===== src/rtl/guillotine_first_fit_plank_allocator_unit_assert.svh =====
// Assertion macros shared by the allocator RTL.
// Each macro checks one implication on the rising clock edge while reset is released.
`ifndef GUILLOTINE_FIRST_FIT_PLANK_ALLOCATOR_UNIT_ASSERT_SVH
`define GUILLOTINE_FIRST_FIT_PLANK_ALLOCATOR_UNIT_ASSERT_SVH
`ifndef SYNTHESIS
// The consequent must hold in the same cycle as the antecedent.
`define GFFP_ASSERT_SAME(label, clk, rst_n, ante, cons) \
    label: assert property (@(posedge clk) disable iff (!rst_n) (ante) |-> (cons)) \
        else $error("assertion failed: same-cycle implication");
// The consequent must hold in the cycle after the antecedent.
`define GFFP_ASSERT_NEXT(label, clk, rst_n, ante, cons) \
    label: assert property (@(posedge clk) disable iff (!rst_n) (ante) |=> (cons)) \
        else $error("assertion failed: next-cycle implication");
`else
`define GFFP_ASSERT_SAME(label, clk, rst_n, ante, cons)
`define GFFP_ASSERT_NEXT(label, clk, rst_n, ante, cons)
`endif
`endif


===== src/rtl/gffp_pkg.sv =====
package gffp_pkg;

    // Table geometry and length format.
    localparam int TABLE_SLOTS = 16;
    localparam int LENGTH_BITS = 16;
    localparam int IDX_W       = $clog2(TABLE_SLOTS);
    localparam int CNT_W       = $clog2(TABLE_SLOTS + 1);
    localparam int AREA_W      = 2 * LENGTH_BITS;

    // Configuration register file.
    localparam int CFG_W          = 16;
    localparam int PADDR_W        = 3;
    localparam int PDATA_W        = 32;
    localparam logic [CFG_W-1:0] MIN_KEEP_RESET = 16'd5;
    localparam logic [PADDR_W-3:0] REG_MIN_KEEP = '0;

    // Stream beat widths.
    localparam int S_TDATA_W = 32;
    localparam int S_TUSER_W = 1;
    localparam int M_TDATA_W = 40;
    localparam int M_TUSER_W = 4;

    // Request kinds.
    localparam logic REQ_ADD = 1'b0;
    localparam logic REQ_CUT = 1'b1;

    // Result status codes.
    typedef enum logic [2:0] {
        ST_ADDED     = 3'd0,
        ST_TOO_SMALL = 3'd1,
        ST_FULL      = 3'd2,
        ST_PLACED    = 3'd3,
        ST_NO_FIT    = 3'd4,
        ST_LOST      = 3'd5
    } t_status;

    // Sequencer states.
    typedef enum logic [3:0] {
        S_IDLE,
        S_ADD,
        S_SCAN,
        S_DROP,
        S_MUL_R,
        S_MUL_B,
        S_PUSH1,
        S_PUSH2,
        S_DONE
    } t_state;

    // True when a length reaches the keep threshold.
    function automatic logic len_kept(input logic [LENGTH_BITS-1:0] len,
                                      input logic [CFG_W-1:0] mk);
        return 32'(len) >= 32'(mk);
    endfunction

endpackage


===== src/rtl/guillotine_first_fit_plank_allocator_unit.sv =====
// Guillotine first-fit plank allocator. The block holds up to TABLE_SLOTS free stock
// pieces, newest first. An input beat with tuser 0 adds a piece (dropped when a side is
// below min_keep, ignored when the table is full); tuser 1 requests a rectangle, which is
// cut from the first piece that holds it as given or turned 90 degrees, and the kept right
// and bottom offcuts go back to the front of the table, the smaller one by area in front.
// Every input beat yields exactly one output beat. One item is worked at a time and
// s_axis_tready is high only while the sequencer is idle. An add passes through the
// add and done states to the output register. A cut scans one table entry per cycle
// through a single fit comparator, then removes the piece, forms both offcut areas in
// turn on one shared 16x16 multiplier and inserts up to two offcuts, one per cycle. A
// full output register holds the sequencer in its final state until the beat is taken.
// min_keep is at byte address 0 of the register port and resets to 5.
`include "guillotine_first_fit_plank_allocator_unit_assert.svh"
module guillotine_first_fit_plank_allocator_unit
    import gffp_pkg::*;
(
    input  logic                 i_clk,
    input  logic                 i_rst_n,
    // Request stream.
    input  logic                 s_axis_tvalid,
    output logic                 s_axis_tready,
    input  logic [S_TDATA_W-1:0] s_axis_tdata,  // [15:0] item_width, [31:16] item_height
    input  logic [S_TUSER_W-1:0] s_axis_tuser,  // [0] req_type
    // Result stream.
    output logic                 m_axis_tvalid,
    input  logic                 m_axis_tready,
    // [15:0] used_width, [31:16] used_height, [36:32] free_count, [39:37] zero
    output logic [M_TDATA_W-1:0] m_axis_tdata,
    output logic [M_TUSER_W-1:0] m_axis_tuser,  // [2:0] status, [3] rotated
    // Register port.
    input  logic                 psel,
    input  logic                 penable,
    input  logic                 pwrite,
    input  logic [PADDR_W-1:0]   paddr,
    input  logic [PDATA_W-1:0]   pwdata,
    output logic [PDATA_W-1:0]   prdata,
    output logic                 pready
);

    // Control state.
    t_state                 r_state, n_state;
    logic [CNT_W-1:0]       r_count, n_count;
    logic [CNT_W-1:0]       r_idx, n_idx;
    logic [CFG_W-1:0]       r_min_keep;
    logic                   r_m_valid;

    // Free piece table.
    logic [LENGTH_BITS-1:0] r_tbl_w [TABLE_SLOTS];
    logic [LENGTH_BITS-1:0] r_tbl_h [TABLE_SLOTS];

    // Working item.
    logic                   r_req;
    logic [LENGTH_BITS-1:0] r_iw, r_ih;
    logic [LENGTH_BITS-1:0] r_pw, r_ph, r_rw, r_rh;
    logic [LENGTH_BITS-1:0] r_rgt_w, r_bot_h;
    logic [AREA_W-1:0]      r_area_r;
    logic                   r_rot, r_keep_r, r_keep_b, r_right_first, r_lost;
    t_status                r_status, n_status;

    // Output beat registers.
    logic [M_TDATA_W-1:0]   r_m_data;
    logic [M_TUSER_W-1:0]   r_m_user;

    // Datapath controls.
    logic                   w_accept, w_fit_n, w_fit_r, w_scan_end, w_out_free;
    logic                   w_push_req, w_push_do, w_drop, w_load_out, w_table_full;
    logic [LENGTH_BITS-1:0] w_ent_w, w_ent_h, w_push_w, w_push_h;
    logic [LENGTH_BITS-1:0] w_mul_a, w_mul_b;
    logic [AREA_W-1:0]      w_prod;
    logic                   w_cfg_wr;

    assign w_accept     = s_axis_tvalid && s_axis_tready;
    assign w_out_free   = !r_m_valid || m_axis_tready;
    assign w_table_full = (r_count == CNT_W'(TABLE_SLOTS));
    assign w_scan_end   = (r_idx >= r_count);

    // Scan read port and the shared fit comparator.
    assign w_ent_w = r_tbl_w[r_idx[IDX_W-1:0]];
    assign w_ent_h = r_tbl_h[r_idx[IDX_W-1:0]];
    assign w_fit_n = (r_iw <= w_ent_w) && (r_ih <= w_ent_h);
    assign w_fit_r = (r_ih <= w_ent_w) && (r_iw <= w_ent_h);

    // Shared multiplier: right offcut area first, then bottom offcut area.
    always_comb begin
        if (r_state == S_MUL_B) begin
            w_mul_a = r_rw;
            w_mul_b = r_bot_h;
        end else begin
            w_mul_a = r_rgt_w;
            w_mul_b = r_ph;
        end
    end
    assign w_prod = AREA_W'(w_mul_a) * AREA_W'(w_mul_b);

    // Next-state logic of the sequencer.
    always_comb begin
        n_state = r_state;
        case (r_state)
            S_IDLE: begin
                if (w_accept) begin
                    n_state = (s_axis_tuser[0] == REQ_ADD) ? S_ADD : S_SCAN;
                end
            end
            S_ADD:   n_state = S_DONE;
            S_SCAN: begin
                if (w_scan_end) begin
                    n_state = S_DONE;
                end else if (w_fit_n || w_fit_r) begin
                    n_state = S_DROP;
                end
            end
            S_DROP:  n_state = S_MUL_R;
            S_MUL_R: n_state = S_MUL_B;
            S_MUL_B: n_state = S_PUSH1;
            S_PUSH1: n_state = (r_keep_r && r_keep_b) ? S_PUSH2 : S_DONE;
            S_PUSH2: n_state = S_DONE;
            S_DONE: begin
                if (w_out_free) begin
                    n_state = S_IDLE;
                end
            end
            default: n_state = S_IDLE;
        endcase
    end

    // Output logic of the sequencer: table moves, counters and status.
    always_comb begin
        s_axis_tready = 1'b0;
        n_idx         = r_idx;
        n_status      = r_status;
        w_push_req    = 1'b0;
        w_push_w      = r_rgt_w;
        w_push_h      = r_ph;
        w_drop        = 1'b0;
        w_load_out    = 1'b0;
        case (r_state)
            S_IDLE: begin
                s_axis_tready = 1'b1;
                n_idx         = '0;
                n_status      = ST_PLACED;
            end
            S_ADD: begin
                w_push_w = r_iw;
                w_push_h = r_ih;
                if (!len_kept(r_iw, r_min_keep) || !len_kept(r_ih, r_min_keep)) begin
                    n_status = ST_TOO_SMALL;
                end else if (w_table_full) begin
                    n_status = ST_FULL;
                end else begin
                    n_status   = ST_ADDED;
                    w_push_req = 1'b1;
                end
            end
            S_SCAN: begin
                if (w_scan_end) begin
                    n_status = ST_NO_FIT;
                end else if (!(w_fit_n || w_fit_r)) begin
                    n_idx = r_idx + 1'b1;
                end
            end
            S_DROP: begin
                w_drop = 1'b1;
            end
            S_PUSH1: begin
                if (r_keep_r && r_keep_b) begin
                    w_push_req = 1'b1;
                    if (!r_right_first) begin
                        w_push_w = r_rw;
                        w_push_h = r_bot_h;
                    end
                end else if (r_keep_r) begin
                    w_push_req = 1'b1;
                end else if (r_keep_b) begin
                    w_push_req = 1'b1;
                    w_push_w   = r_rw;
                    w_push_h   = r_bot_h;
                end
            end
            S_PUSH2: begin
                w_push_req = 1'b1;
                if (r_right_first) begin
                    w_push_w = r_rw;
                    w_push_h = r_bot_h;
                end
            end
            S_DONE: begin
                w_load_out = w_out_free;
            end
            default: begin
                n_idx = r_idx;
            end
        endcase
    end

    assign w_push_do = w_push_req && !w_table_full;

    // Piece count follows removals and insertions.
    always_comb begin
        n_count = r_count;
        if (w_drop) begin
            n_count = r_count - 1'b1;
        end else if (w_push_do) begin
            n_count = r_count + 1'b1;
        end
    end

    // Register write decode on the access phase.
    assign w_cfg_wr = psel && penable && pwrite && pready;
    assign pready   = 1'b1;
    assign prdata   = (paddr[PADDR_W-1:2] == REG_MIN_KEEP) ? PDATA_W'(r_min_keep) : '0;

    // Control registers.
    always_ff @(posedge i_clk) begin
        if (!i_rst_n) begin
            r_state    <= S_IDLE;
            r_count    <= '0;
            r_idx      <= '0;
            r_min_keep <= MIN_KEEP_RESET;
            r_m_valid  <= 1'b0;
            r_status   <= ST_ADDED;
        end else begin
            r_state  <= n_state;
            r_count  <= n_count;
            r_idx    <= n_idx;
            r_status <= n_status;
            if (w_cfg_wr && (paddr[PADDR_W-1:2] == REG_MIN_KEEP)) begin
                r_min_keep <= pwdata[CFG_W-1:0];
            end
            if (w_load_out) begin
                r_m_valid <= 1'b1;
            end else if (m_axis_tready) begin
                r_m_valid <= 1'b0;
            end
        end
    end

    // Table shifts: removal closes the gap, insertion opens slot zero.
    always_ff @(posedge i_clk) begin
        if (w_drop) begin
            for (int i = 0; i < TABLE_SLOTS - 1; i++) begin
                if (CNT_W'(i) >= r_idx) begin
                    r_tbl_w[i] <= r_tbl_w[i+1];
                    r_tbl_h[i] <= r_tbl_h[i+1];
                end
            end
        end else if (w_push_do) begin
            for (int i = 1; i < TABLE_SLOTS; i++) begin
                r_tbl_w[i] <= r_tbl_w[i-1];
                r_tbl_h[i] <= r_tbl_h[i-1];
            end
            r_tbl_w[0] <= w_push_w;
            r_tbl_h[0] <= w_push_h;
        end
    end

    // Working item payload.
    always_ff @(posedge i_clk) begin
        if (w_accept) begin
            r_req  <= s_axis_tuser[0];
            r_iw   <= s_axis_tdata[LENGTH_BITS-1:0];
            r_ih   <= s_axis_tdata[2*LENGTH_BITS-1:LENGTH_BITS];
            r_rot  <= 1'b0;
            r_lost <= 1'b0;
        end
        // The first fitting piece is captured with its orientation.
        if (r_state == S_SCAN && !w_scan_end && (w_fit_n || w_fit_r)) begin
            r_pw  <= w_ent_w;
            r_ph  <= w_ent_h;
            r_rot <= !w_fit_n;
            r_rw  <= w_fit_n ? r_iw : r_ih;
            r_rh  <= w_fit_n ? r_ih : r_iw;
        end
        // Offcut sides after the vertical and horizontal cuts.
        if (w_drop) begin
            r_rgt_w <= r_pw - r_rw;
            r_bot_h <= r_ph - r_rh;
        end
        if (r_state == S_MUL_R) begin
            r_area_r <= w_prod;
            r_keep_r <= len_kept(r_rgt_w, r_min_keep);
            r_keep_b <= len_kept(r_bot_h, r_min_keep);
        end
        // A larger right offcut goes in first so the smaller bottom one ends in front.
        if (r_state == S_MUL_B) begin
            r_right_first <= (r_area_r > w_prod);
        end
        if (w_push_req && w_table_full && r_req == REQ_CUT) begin
            r_lost <= 1'b1;
        end
    end

    // Output beat register.
    always_ff @(posedge i_clk) begin
        if (w_load_out) begin
            if (r_req == REQ_CUT && r_status != ST_NO_FIT) begin
                r_m_user <= {r_rot, (r_lost ? ST_LOST : ST_PLACED)};
                r_m_data <= {3'b000, r_count, 16'(r_ph), 16'(r_pw)};
            end else begin
                r_m_user <= {1'b0, r_status};
                r_m_data <= {3'b000, r_count, 32'd0};
            end
        end
    end

    assign m_axis_tvalid = r_m_valid;
    assign m_axis_tdata  = r_m_data;
    assign m_axis_tuser  = r_m_user;

    // The table never holds more pieces than it has slots.
    `GFFP_ASSERT_SAME(a_count_bound, i_clk, i_rst_n, 1'b1, r_count <= CNT_W'(TABLE_SLOTS))
    // A scan hit always lies inside the occupied part of the table.
    `GFFP_ASSERT_SAME(a_hit_in_table, i_clk, i_rst_n,
        r_state == S_SCAN && (w_fit_n || w_fit_r) && !w_scan_end, r_idx < r_count)
    // The table is untouched while no item is in work.
    `GFFP_ASSERT_NEXT(a_idle_count, i_clk, i_rst_n, r_state == S_IDLE, $stable(r_count))
    // An accepted add leaves at least one piece in the table.
    `GFFP_ASSERT_SAME(a_added_nonempty, i_clk, i_rst_n,
        m_axis_tvalid && m_axis_tuser[2:0] == ST_ADDED, m_axis_tdata[36:32] != 5'd0)

endmodule

===== config.mk =====
export PLATFORM = sky130hd
export DESIGN_NAME = guillotine_first_fit_plank_allocator_unit
export DESIGN_NICKNAME = d
export VERILOG_FILES = /design/src/rtl/gffp_pkg.sv /design/src/rtl/guillotine_first_fit_plank_allocator_unit.sv
export VERILOG_INCLUDE_DIRS = /design/src /design/src/rtl
export SDC_FILE = /design/constraint.sdc
export NUM_CORES = 2
export LEC_CHECK = 0
export ABC_AREA = 1
export CORE_MARGIN = 2
export CORE_UTILIZATION = 47
export CTS_BUF_LIST = sky130_fd_sc_hd__clkbuf_4 sky130_fd_sc_hd__clkbuf_8
export CTS_CLUSTER_DIAMETER = 100
export DETAILED_ROUTE_END_ITERATION = 12
export DONT_BUFFER_PORTS = 1
export PLACE_DENSITY = 0.69
export SLEW_MARGIN = 20
export SYNTH_ARGS = -nofsm -noshare
export SYNTH_HDL_FRONTEND = slang
export SYNTH_SLANG_ARGS = --single-unit

===== constraint.sdc =====
create_clock -name i_clk -period 7.75 [get_ports i_clk]
set_input_delay 1.1625 -clock i_clk [delete_from_list [all_inputs] [get_ports i_clk]]
set_output_delay 1.1625 -clock i_clk [all_outputs]
set_load 0.01 [all_outputs]

* Word-level counts from Yosys, hierarchy flattened
Memories as Yosys holds them, arrays and structs flattened. A register that Yosys moved wholly into a read port is not among the register bits. Cells that the tools add are included.
Word-level totals: memories 2, bits of input ports 75, flip-flop bits (word level) 244, logic and storage cells 267, bits in writable memories 512
Memory list:
- r_tbl_h | words 16, width 16, read ports 17, clocked after Yosys merged registers in 1, wr ports 16, line guillotine_first_fit_plank_allocator_unit.sv:49 | logic [LENGTH_BITS-1:0] r_tbl_h [TABLE_SLOTS];
- r_tbl_w | words 16, width 16, read ports 17, clocked after Yosys merged registers in 1, wr ports 16, line guillotine_first_fit_plank_allocator_unit.sv:48 | logic [LENGTH_BITS-1:0] r_tbl_w [TABLE_SLOTS];
Cells by class: multiply operators 1, $add $sub $neg 5, reduce and logical (&&, ||, !) cells 32, multiplexer cells 130, eq/ne operators 16, bitwise gates (word level) 31, magnitude comparators 25
Operators with widths (count):
- 16-bit two-way mux | 45
- 16-bit case mux with 3 select lines | 2
- 16-bit greater-or-equal comparator | 4
- 16-bit less-or-equal comparator | 4
- 1-bit two-way mux | 60
- 4-bit two-way mux | 9
- 4-bit by 5-bit greater-or-equal comparator with 1-bit output, first input constant | 7
- 32-bit > comparator | 1
- 16-bit by 16-bit multiplier with 32-bit output | 1
- 4-bit case mux with 8 select lines | 1
- 16-bit subtractor | 2
- 1-bit OR | 30
- 3-bit by 5-bit greater-or-equal comparator with 1-bit output, first input constant | 4
- 5-bit two-way mux | 4
- 4-bit by 3-bit equality test with 1-bit output, second input constant | 4
- 1-bit logical AND | 13
- 5-bit by 1-bit adder with 5-bit output, second input constant | 2
- 1-bit by 5-bit greater-or-equal comparator with 1-bit output, first input constant | 2
- 2-bit by 5-bit greater-or-equal comparator with 1-bit output, first input constant | 2
- 2-bit != test, second input constant | 5
- 5-bit case mux with 2 select lines | 1
- 3-bit two-way mux | 3
- 3-bit case mux with 3 select lines | 1
- 4-bit by 2-bit equality test with 1-bit output, second input constant | 2
- 17 further kinds | 31

* Depth between registers and ports, before layout
word-level depth 10, gate-level depth with buffers 39, gate-level depth less buffers 36

* Worst setup path before layout
No wires, ideal clock.
kind reg2reg, start point register r_state[3], end point register r_right_first (data pin), stages on the path, launching flop included 37, library setup time 0.260 ns, path slack 0.663 ns, data arrival time 6.827 ns, path through dfxtp_1 -> inv_1 -> nand2_1 -> inv_1 -> nand2_1 -> buf_2 -> buf_2 -> nand2_1 -> o21ai_0 -> buf_2 -> nand2_1 -> fa_1 -> inv_1 -> fa_1 -> inv_1 -> fa_1 -> inv_1 -> fa_1 -> fa_1 -> inv_1 -> fa_1 -> inv_1 -> ha_1 -> nand2_1 -> nor4_1 -> a21oi_1 -> inv_1 -> a21oi_1 -> or2_2 -> nand2_1 -> inv_1 -> ha_1 -> nand2_1 -> nor3_1 -> nand2_1 -> nor3b_1 -> a31oi_1
On the way: cells in the longest elaborated chain, start to end 4, elaborated cells on any way between the ends 5, those cells by class mul (1); order compare (1); eq/ne (1); mux (2)
RTL lines:
- from (decl) | line guillotine_first_fit_plank_allocator_unit.sv:41 | t_state r_state, n_state;
- from (signal assigned) | line guillotine_first_fit_plank_allocator_unit.sv:222 | r_state <= n_state;
- 4-bit by 3-bit equality test with 1-bit output * | line guillotine_first_fit_plank_allocator_unit.sv:85 | if (r_state == S_MUL_B) begin
- 16-bit two-way mux | line guillotine_first_fit_plank_allocator_unit.sv:85
- 16-bit by 16-bit multiplier with 32-bit output * | line guillotine_first_fit_plank_allocator_unit.sv:93 | assign w_prod = AREA_W'(w_mul_a) * AREA_W'(w_mul_b);
- via w_prod[19] | line guillotine_first_fit_plank_allocator_unit.sv:69 | logic [AREA_W-1:0] w_prod;
- 32-bit > comparator * | line guillotine_first_fit_plank_allocator_unit.sv:285 | r_right_first <= (r_area_r > w_prod);
- to (signal assigned) | line guillotine_first_fit_plank_allocator_unit.sv:285
- to (decl) | line guillotine_first_fit_plank_allocator_unit.sv:57 | logic r_rot, r_keep_r, r_keep_b, r_right_first, r_lost;
The timed path passes the listed nets; every way through them passes the cells marked *. A chain may end at the register's enable or synchronous reset.

* Worst setup path after layout
start point register r_state[2], end point register r_right_first (data pin)
The elaborated chain is that of the path after synthesis.

==> flow_summary.json <==
{
  "synth_most_common_cell": "nand2_1",
  "multi_input_area_um2": 23300,
  "design_area_um2": 55800,
  "yosys.area_share.simple": 0.125,
  "cts_tree": "built",
  "worst_r2r_endpoint": "r_right_first$_DFFE_PN_",
  "finalNonFillerCells": 7114,
  "synthMuxAreaShare": 0.00764,
  "cp.required_ns": 8.36,
  "seq_area_um2": 22400,
  "end_kind": "flip-flop",
  "synth_top_family_by_area": "adder cells",
  "numCtsBuffers": 133,
  "die_h_um": 328,
  "p_leak_nw": 24.0,
  "ant_nets": 0,
  "routed_via_density": 5.63,
  "period_minus_slack_ns": 7.64,
  "worstMarginPinSlew_ns": 1.11,
  "cap_viol_max_count": 0,
  "ir_drop_v": 0.000259,
  "hold_ws_ns": 0.419,
  "areaGrowthSynthToFinish_pct": 13.0,
  "fin_util": 0.537,
  "drt-pass1-iter-count": 6,
  "ios": 154,
  "worstSkewPairLatency_ns": 0.84,
  "synth_fa_ha_area_frac": 0.157,
  "ys_async_sr_fraction": 0,
  "rsz0062_at_grt": "yes",
  "slowest_stage": "fa_2",
  "final_max_slew_viol_count": 0,
  "ff2ff_path_depth": 36,
  "arrival_ns": 8.25,
  "rows": 118,
  "synth_compound_area_frac": 0.153,
  "max_stage_delay_ns": 0.57,
  "vias": 40100,
  "synth_common_cells": "nand2_1, inv_1, o21ai_0",
  "drt_iter0_drc": 4549,
  "placed_area_um2": 51900,
  "r2r_slack_ns": 0.11,
  "status": "finished, final reports clean",
  "cts.sinks": 757,
  "syn_area_per_cell_um2": 8.99,
  "synth_edf_count": 718,
  "cts-root-buf": "clkbuf_8",
  "tns_ns": 0,
  "track_usage": 0.271,
  "fin_total_pwr_mw": 14.4,
  "finalSetupViolCount": 0,
  "fin_nets": 6216,
  "min_from": "s_axis_tdata[28]",
  "crit_fanout": 7,
  "synth_top_area_share": 0.437,
  "cts-htree-levels": 4,
  "path_clk_slew_ns": 0.06,
  "core_um2": 104000,
  "yosys.area.top_type": "edfxtp_1",
  "port_buffers": 0,
  "dp.final_hpwl_um": 103000,
  "path_class": "flip-flop to flip-flop",
  "dp.cells": 6835,
  "die-area_um2": 108000,
  "power_density_nw_per_um2": 259,
  "wl_per_cell_um": 21.0,
  "ys_seq_elements": 757,
  "synthTopCellsByArea": "edfxtp_1, nand2_1, fa_1",
  "min_path_cells": 0,
  "die_w_um": 328,
  "ys.flop_type": "edfxtp_1",
  "start_util": 0.475,
  "grt_max_degree": 163,
  "preCtsSetupSlack_ns": -0.172,
  "cts_hold_buffers": 0,
  "post-route-period-util": 0.986,
  "drt-total-wl_um": 149000,
  "holdPathEnd": "r_ih[12]$_DFFE_PP_",
  "max_freq_mhz": 131,
  "grt_pass1_vias": 37100,
  "grt_pass1_wl_um": 221000,
  "drc": 0,
  "hp-class": "primary input to flip-flop",
  "fin_ws_ns": 0.106,
  "start_kind": "flip-flop",
  "relSlewSlack": 0.261,
  "ys_warn_count": 0,
  "grt_overflow": 0,
  "syn_inst": 5485,
  "yosysUniqueCellTypes": 50,
  "synth-xor-area-share": 0.0108,
  "syn-cell-area_um2": 49300,
  "ys_seq_area_frac": 0.453,
  "reg2reg_from": "r_state[2]$_SDFFE_PN0P_",
  "antenna_found_initial": 7,
  "skew_ns": 0.0423,
  "max-clock-path-buffers": 3,
  "drive_gt1_frac": 0.122,
  "hold_viol": 0,
  "fillerInstances": 9319,
  "gp_congestion": 0.992
}
## where the power goes
part / internal [mW] / switching [mW]
registers: 5.02 / 0.236
logic: 2.20 / 3.21
clock network: 1.98 / 1.78
## flip-flops by register name, indices dropped and copies added (netlist names), 3 cells and up, named ones only
signal and flops:
r_rh 16, r_area_r 32, m_axis_tdata 37, r_min_keep 16, r_status 3, r_iw 16
r_ph 16, r_bot_h 16, r_ih 16, r_tbl_w 256, r_idx 5, m_axis_tuser 4
r_tbl_h 256, r_pw 16, r_count 5, r_rw 16, r_rgt_w 16, r_state 4
## critical path, delay by kind of cell (launching register included)
family | cells | cell delay, ns
adders and majority gates | 8 | 3.68
and+or+nand+nor | 12 | 1.36
buffers and inverters | 12 | 1.25
AOI/OAI and AO/OA | 3 | 0.45
DFF | 1 | 0.35
xor gates and xnor gates | 1 | 0.28
## routing by layer
layer,part of all wire,vias to the layer above,track usage
met1,0.42,19100,0.381
met5,0.000087,-,0
li1,-,18600,-
met2,0.44,2052,0.402
met4,0.040,2,0.118
met3,0.11,299,0.0600
## area by class of cell
cell class                 instances  share of cell area
antenna                            8            0.000359
clock buffer                     179              0.0398
clock inverter                    43             0.00680
inverter                         863              0.0588
multi-input combinational       3603               0.418
sequential                       757               0.401
tap                             1380              0.0310
timing repair buffer             281              0.0443
## cells by family after synthesis
family,count (synthesis)
and+or+nand+nor,1585
AOI/OAI and AO/OA,1398
buffers and inverters,1143
DFF,757
adders and majority gates,502
xor gates and xnor gates,61
muxes,37
other,2
## timing repair
item | CTS | global route
setup endpoints to repair | 1 | 1
resized for setup | 13 | 226
setup buffers | 5 | 41
gates cloned | 1 | 3
endpoints found under the hold margin | 0 | 0
pin swaps | 1 | 80
## worst max path at each step
stage	startpoint	depth (start not counted)	endpoint	slack, ns
6_report	r_state[2]$_SDFFE_PN0P_	36	r_right_first$_DFFE_PN_	0.11
5_1_grt	r_state[3]$_SDFFE_PN0P_	42	r_right_first$_DFFE_PN_	-0.11
4_1_cts	r_state[3]$_SDFFE_PN0P_	43	r_right_first$_DFFE_PN_	0.0002
3_5_place_dp	r_state[3]$_SDFFE_PN0P_	37	r_right_first$_DFFE_PN_	-0.17
3_3_place_gp	r_state[3]$_SDFFE_PN0P_	37	r_right_first$_DFFE_PN_	-0.14
2_1_floorplan	r_state[3]$_SDFFE_PN0P_	36	r_right_first$_DFFE_PN_	0.66
## cells in the final DEF (no fill, tap or decap), types with 26 or more instances in the layout
master       n
a21oi_1    426
nor2_1     310
o21ai_1     63
ha_1       291
inv_1      814
o211ai_1    26
mux2i_1     32
clkbuf_4    39
o221ai_1    90
nand3_1     55
clkbuf_8   140
dfxtp_1     35
xor2_1      38
inv_2       36
fa_1       186
buf_4      237
nand2_1   1085
edfxtp_1   718
o21ai_0    709
Power figures use the tool's default switching activity.
